**config.mk**
```make
export PLATFORM = sky130hd
export DESIGN_NAME = ocnm_fifo
export DESIGN_NICKNAME = d
export VERILOG_FILES = /design/src/rtl/organized_cloud_normal_map_core_macros.svh /design/src/rtl/ocnm_pkg.sv /design/src/rtl/ocnm_fifo.sv
export SDC_FILE = /design/constraint.sdc
export NUM_CORES = 1
export LEC_CHECK = 0
export ABC_AREA = 1
export BUFFER_PORTS_ARGS = -buffer_cell sky130_fd_sc_hd__buf_2
export CORE_MARGIN = 2
export CORE_UTILIZATION = 52
export CTS_CLUSTER_SIZE = 25
export DETAILED_ROUTE_END_ITERATION = 10
export PLACE_DENSITY = 0.79
export SYNTH_ARGS = -nofsm -noshare
export SYNTH_HDL_FRONTEND = slang
export SYNTH_SLANG_ARGS = --single-unit
```
**constraint.sdc**
```tcl
create_clock -name clk -period 11 [get_ports clk]
set_clock_uncertainty 0.1 [all_clocks]
set_input_delay 0.55 -clock clk [delete_from_list [all_inputs] [get_ports clk]]
set_output_delay 0.55 -clock clk [all_outputs]
set_load 0.01 [all_outputs]
```
**src/rtl/organized_cloud_normal_map_core_macros.svh**
```systemverilog
// Assertion macros shared by the normal map core RTL.
// Depends on clk and arst_n being visible in the module that expands them.
`ifndef ORGANIZED_CLOUD_NORMAL_MAP_CORE_MACROS_SVH
`define ORGANIZED_CLOUD_NORMAL_MAP_CORE_MACROS_SVH
`ifndef SYNTHESIS
`define OCNM_ASSERT_IMP(label, ante, cons, msg) \
	label: assert property (@(posedge clk) disable iff (!arst_n) (ante) |-> (cons)) \
		else $error(msg);
`define OCNM_ASSERT_NXT(label, ante, cons, msg) \
	label: assert property (@(posedge clk) disable iff (!arst_n) (ante) |=> (cons)) \
		else $error(msg);
`else
`define OCNM_ASSERT_IMP(label, ante, cons, msg)
`define OCNM_ASSERT_NXT(label, ante, cons, msg)
`endif
`endif

```
**src/rtl/ocnm_pkg.sv**
```systemverilog
// Types, constants and state codes for the organized cloud normal map core.
// No dependencies.
`timescale 1ns / 1ps
package ocnm_pkg;

	localparam int CFG_W          = 11;
	localparam int CFG_ADDR_W     = 1;
	localparam int DEF_MAX_WIDTH  = 1024;
	localparam int DEF_MAX_HEIGHT = 1024;
	localparam int MIN_SIZE       = 3;
	localparam int QUEUE_DEPTH    = 2;
	localparam int ROOT_STEPS     = 25;
	localparam int DIV_STEPS      = 15;

	localparam logic [CFG_W-1:0] WIDTH_RESET  = 11'd640;
	localparam logic [CFG_W-1:0] HEIGHT_RESET = 11'd480;

	localparam logic [CFG_ADDR_W-1:0] CFG_FRAME_WIDTH  = 1'b0;
	localparam logic [CFG_ADDR_W-1:0] CFG_FRAME_HEIGHT = 1'b1;

	localparam logic signed [15:0] ONE_FX = 16'sd16384;

	typedef struct packed {
		logic signed [15:0] point_x;
		logic signed [15:0] point_y;
		logic signed [15:0] point_z;
	} point_t;

	typedef struct packed {
		logic signed [15:0] normal_x;
		logic signed [15:0] normal_y;
		logic signed [15:0] normal_z;
		logic               last_of_run;
		logic               end_of_frame;
	} result_t;

	typedef struct packed {
		logic has_norm;
		logic interior;
		logic norm_last;
		logic has_border;
		logic frame_end;
	} flags_t;

	typedef struct packed {
		point_t up;
		point_t dn;
		point_t lf;
		point_t rt;
		flags_t flags;
	} job_t;

	typedef enum logic [1:0] {
		F_IDLE,
		F_RD0,
		F_RD1,
		F_WR
	} front_state_t;

	typedef enum logic [3:0] {
		B_IDLE,
		B_CROSS,
		B_NORM,
		B_SQUARE,
		B_ROOT,
		B_DSETUP,
		B_DIV,
		B_FIN,
		B_EMIT_N,
		B_EMIT_B
	} back_state_t;

endpackage

```
**src/rtl/ocnm_fifo.sv**
```systemverilog
// Short job queue between the front and the back of the normal map core.
// Depends on ocnm_pkg for the job type.
`timescale 1ns / 1ps
module ocnm_fifo #(
	parameter int DEPTH = ocnm_pkg::QUEUE_DEPTH
) (
	input  logic           clk,
	input  logic           arst_n,
	input  logic           push,
	input  ocnm_pkg::job_t push_data,
	output logic           full,
	input  logic           pop,
	output ocnm_pkg::job_t pop_data,
	output logic           empty
);
	import ocnm_pkg::*;

	localparam int AW = (DEPTH > 1) ? $clog2(DEPTH) : 1;
	localparam int NW = $clog2(DEPTH + 1);

	job_t           mem_q [DEPTH];
	logic [AW-1:0]  wr_ptr_q;
	logic [AW-1:0]  rd_ptr_q;
	logic [NW-1:0]  count_q;

	assign full     = (count_q == NW'(DEPTH));
	assign empty    = (count_q == '0);
	assign pop_data = mem_q[rd_ptr_q];

	always_ff @(posedge clk) begin
		if (push) mem_q[wr_ptr_q] <= push_data;
	end

	always_ff @(posedge clk or negedge arst_n) begin
		if (!arst_n) begin
			wr_ptr_q <= '0;
			rd_ptr_q <= '0;
			count_q  <= '0;
		end else begin
			if (push) wr_ptr_q <= (wr_ptr_q == AW'(DEPTH - 1)) ? '0 : wr_ptr_q + 1'b1;
			if (pop) rd_ptr_q <= (rd_ptr_q == AW'(DEPTH - 1)) ? '0 : rd_ptr_q + 1'b1;
			unique case ({push, pop})
				2'b10:   count_q <= count_q + 1'b1;
				2'b01:   count_q <= count_q - 1'b1;
				default: count_q <= count_q;
			endcase
		end
	end

endmodule

```
## After elaboration in Yosys (flattened, before gate mapping)

Memory sizes are Yosys's and may differ from the RTL's.
Index checks and enable logic that the tools add are counted.

| storage, ports and cells | value |
|---|---|
| register bits after elaboration | 4 |
| bits in writable memories | 394 |
| input bits | 201 |
| output and inout port bits | 199 |
| word-level logic and storage cells | 18 |
| memories | 1 |

Memories:

| memory | words | width | rd ports | clocked after memory_dff | wr ports | RTL line | text |
|---|---|---|---|---|---|---|---|
| mem_q | 2 | 197 | 1 | 0 | 1 | ocnm_fifo.sv:21 | `job_t mem_q [DEPTH];` |

| cells by class | value |
|---|---|
| add/sub/neg operators | 4 |
| equal/unequal tests | 3 |
| mux-type cells | 5 |
| reduce and logical (&&, ||, !) cells | 2 |

Operators by type and width:

| operator | count |
|---|---|
| 2-bit == test (second input constant) | 2 |
| 1-bit two-way mux | 4 |
| 2-bit one-hot mux with 2 select lines | 1 |
| 1-bit adder (second input constant) | 2 |
| 2-bit by 1-bit adder with 2-bit output (second input constant) | 1 |
| 2-bit by 1-bit == test with 1-bit output (second input constant) | 1 |
| 2-bit zero test | 1 |
| 2-bit nonzero test | 1 |
| 2-bit by 1-bit subtractor with 2-bit output (second input constant) | 1 |

## Longest topological paths before layout

| logic depth | value |
|---|---|
| depth after elaboration | 2 |
| gate-level depth with buffers | 7 |

## Least setup slack after synthesis

Ideal clock, no wire load.

| timing path | value |
|---|---|
| kind | input-to-reg |
| from | input port push |
| to | memory mem_q[0][0] (netlist bit) (enable) |
| setup time | 0.763 ns |
| arrival | 8.855 ns |
| required time | 10.137 ns |
| slack | 1.282 ns |
| cell stages on the path | 2 |
| cell sequence | inv_1 > nor2_1 |

| on the way | value |
|---|---|
| word-level cells in the longest chain between the ends | 2 |

Ends and longest elaborated chain:

| what | RTL line | text |
|---|---|---|
| from (decl) | ocnm_fifo.sv:9 | `input logic push,` |
| 1-bit two-way mux | ocnm_fifo.sv:31 | `if (push) mem_q[wr_ptr_q] <= push_data;` |
| 1-bit two-way mux (implied by the code) | ocnm_fifo.sv:31 |  |
| to (decl) | ocnm_fifo.sv:21 |  |

No other way between the ends.

==> results <==
- In this run the tool buffered the top-level ports with 399 buffer cells.
- The clock-pin slew on the worst setup and hold paths is 0.06 ns.
- Counting flops and latches in the post-synthesis netlist gives 398.
- The floorplan step defined a die boundary enclosing 0.0301 mm2.
- The number of violations reported at the end of detailed-routing iteration 0 is 775.
- The analysis attributes to net switching a power of 0.00154 W.
- In the final design database the tool counted 1661 nets.
- The number of clock sinks seen by CTS is 398.
- In the global route stage, met2 resource usage came out at 0.359.
- TritonCTS built the clock tree.
- The initial cell density of the core is 0.525.
- The worst supply voltage drop on vdd is 0.000410 V.
- The largest driver fanout on the critical path is 112.
- The synthesized area per cell is 14.2 um2.
- The combined flip-flop and latch cell area is 0.0119 mm2.
- STA classifies the critical path startpoint as a flop.
- The cell leakage power is 7.80 nW.
- Across every metal layer, demand over resource in global routing totals 0.206.
- The critical path in this run is classified as reg -> out.
- The number of failing setup endpoints in the final timing report is 0.
- The type of the worst min-delay path is in -> reg.
- Cell internal power was estimated by the tool at 0.00317 W.
- The met3 routing resource usage after global routing is 0.0689.
- Setup repair after global routing left no endpoint under its margin.
- The post-cts resize count is 0.
- The data arrival time at the worst-slack endpoint is 2.85 ns.
- For this run, global-route usage on met1 was measured as 0.235.
- STA classifies the critical path endpoint as an output port.
- Summing over every cut layer, the via total after detailed routing is 9082.
- In this run, CTS created clock tree buffers numbering 40.
- The detail route stage leaves a number of antenna-violating nets equal to 0.
- The power density over the cells is 258 mW/mm2.
- The total core area is 0.0285 mm2.
- The relative slew slack is 0.328.
- The share of total power dissipated in sequential elements is 0.451.
- Synthesis instantiated 15 different standard cells from the library.
- Of the available clock period, the critical path in the final layout requires 0.318.
- The run finished with clean final reports.
- The die extent in y is 174 um.
- The number of global-route vias before repair is 9152.
- The switching power as a share of total power is 0.327.
- The via-per-instance ratio is 4.84.
- The logic gate share of total power is 0.287.
- The synthesis-to-layout area growth is 22.2%.
- The master of the slowest instance on the critical path is sky130_fd_sc_hd__dfrtp_4.
- The floorplan has 62 rows.
- The cell chosen for the clock root is sky130_fd_sc_hd__clkbuf_16.
- Synthesis produced a netlist whose cell count is 1053.
- The number of top-level design ports is 400.
- The largest stage delay on the critical path is 0.92 ns.
- Clock latency on the worst-skew pair, taken at its later pin, is 0.51 ns.
- Dividing the detail-routed wire length by the instance count gives 16.7 um.
- For this run, the share of the core covered by cells in the final layout is 0.641.
- The final critical-path required period is 3.50 ns.
- The top cell types in the final layout, fill and taps aside, are sky130_fd_sc_hd__buf_2 (399), sky130_fd_sc_hd__edfxtp_1 (394), sky130_fd_sc_hd__inv_1 (202), sky130_fd_sc_hd__nand2_1 (202), sky130_fd_sc_hd__o21ai_1 (153).
- The setup TNS is 0 ns.
- The synthesized net count is 1255.
- The iteration count of the initial detailed-routing pass is 5.
- The count of fill cells added during filler insertion is 2023.
- In this run the horizontal extent of the chip is 174 um.
- For this run, design rule violations remaining after detail routing come to 0.
- The count of final hold-check violations is 0.
- The most congested layer reported by global routing is met2.
- Entering global routing, the biggest net connects 130 pins.
- The detailed-placement wirelength estimate is 20900 um.
- The clock passes through at most 3 buffers.
- The max-capacitance violation count is 0.
- The detailed-route wire length is 31300 um.
- Hold is met by 0.122 ns.
- Walking the worst path, the cells encountered are buf_4 -> nand2_1 -> o21ai_1 -> buf_2.
- The area of combinational cells with multiple inputs is 0.00181 mm2.
- The first global-routing pass estimated 47900 um of wire.
- At the pin with the least slew margin, the transition time is 1.01 ns.
- The number of pins exceeding their max-slew limit in the final report came to 0.
- The most frequent standard cell in the layout excluding fill and tap cells is sky130_fd_sc_hd__buf_2.
- For the worst setup path, the data required time is 10.35 ns.
- The Yosys step of the flow raised 0 warnings.
- Of the total power, the clock network draws 0.261.
- For this run the aggregate overflow at the end of global routing stands at 0.
- The total standard cell area after synthesis is 0.0149 mm2.
- The number of antenna violations at the first check in global routing was 10.
- Routability-driven placement finished with a final weighted congestion of 0.878.
- The proportion of layout cells with a drive suffix above 1 is 0.312.
- The sequential fraction of the synthesis area is 0.798.
- The upper clock frequency limit is 286 MHz.
- The number of H-tree levels is 2.
[layer usage]
layer	wire length (um)	vias up
met1	11300	4225
met5	34	-
li1	-	4381
met4	1190	6
met3	3030	81
met2	15800	389
[critical path: cells and delay by family (launching register included)]
kind / cells / cell delay (ns)
AO/OA/AOI/OAI: 1 / 0.17
flip-flops: 1 / 0.92
AND/OR/NAND/NOR: 1 / 0.12
buffers and inverters: 2 / 1.07
[synth_stat cells]
library cell	n	share of area
sky130_fd_sc_hd__buf_4	5	0.0025
sky130_fd_sc_hd__buf_6	35	0.026
sky130_fd_sc_hd__clkbuf_1	4	0.0010
sky130_fd_sc_hd__dfrtp_1	4	0.0067
sky130_fd_sc_hd__edfxtp_1	394	0.79
sky130_fd_sc_hd__ha_1	1	0.00084
sky130_fd_sc_hd__inv_1	203	0.051
sky130_fd_sc_hd__nand2_1	202	0.051
sky130_fd_sc_hd__nand3_1	1	0.00033
sky130_fd_sc_hd__nand4_1	1	0.00042
sky130_fd_sc_hd__nor2_1	3	0.00075
sky130_fd_sc_hd__o21ai_0	44	0.015
sky130_fd_sc_hd__o21ai_1	153	0.051
sky130_fd_sc_hd__xnor2_1	1	0.00059
sky130_fd_sc_hd__xor2_1	2	0.0012
[power groups by stage]
stage	clock network, W	registers, W	logic (W)
2_1_floorplan	0	0.00217	0.000925
3_3_place_gp	0	0.00214	0.00133
3_5_place_dp	0	0.00216	0.00136
4_1_cts	0.00126	0.00213	0.00137
5_1_grt	0.00131	0.00216	0.00150
6_report	0.00123	0.00212	0.00135
[layout make-up]
| class | count | area share |
|---|---|---|
| inverter | 203 | 0.0421 |
| multi-input combinational | 408 | 0.0993 |
| clock inverter | 16 | 0.00603 |
| timing repair buffer | 408 | 0.113 |
| clock buffer | 53 | 0.0587 |
| sequential | 398 | 0.654 |
| tap | 384 | 0.0263 |
| antenna | 6 | 0.000822 |
[kinds of logic after synthesis]
family | share of synthesized area
DFF | 0.798
buffers and inverters | 0.0809
and+or+nand+nor | 0.0522
AOI/OAI and AO/OA | 0.0660
xor gates and xnor gates | 0.00176
adders and majority gates | 0.000837
[registers in the layout, summed over array words and instances (netlist names)]
signal,flops
rd_ptr_q,1
wr_ptr_q,1
count_q,2
mem_q,394
[through the flow]
step | setup WS [ns] | area (um2) | total power [W] | instances
2_1_floorplan | 1.28 | 14900 | 0.00310 | 1053
5_1_grt | 7.22 | 18300 | 0.00496 | 1874
6_report | 7.50 | 18300 | 0.00471 | 1876
3_3_place_gp | 8.08 | 17100 | 0.00347 | 1800
4_1_cts | 7.49 | 18200 | 0.00475 | 1870
3_5_place_dp | 8.04 | 17100 | 0.00352 | 1800
[worst paths after layout]
check	start	endpoint	slack, ns	cells after the start
max in group asynchronous	arst_n	rd_ptr_q$_DFFE_PN0P_	10.32	2
setup / recovery	rd_ptr_q$_DFFE_PN0P_	pop_data[98]	7.50	4
min in group asynchronous	arst_n	wr_ptr_q$_DFFE_PN0P_	0.33	2
hold reg to reg	count_q[0]$_DFFE_PN0P_	count_q[0]$_DFFE_PN0P_	0.45	1
hold / removal	push_data[195]	mem_q[0][195]$_DFFE_PP_	0.12	1
setup reg to reg	wr_ptr_q$_DFFE_PN0P_	mem_q[1][57]$_DFFE_PP_	8.35	3
[repair_timing]
| action | in CTS | in global routing |
|---|---|---|
| buffers inserted | 0 | 0 |
| hold buffers | 1 | 0 |
| endpoints found under the hold margin | 4 | 0 |
Note: power is estimated with default switching activity, not from simulation.
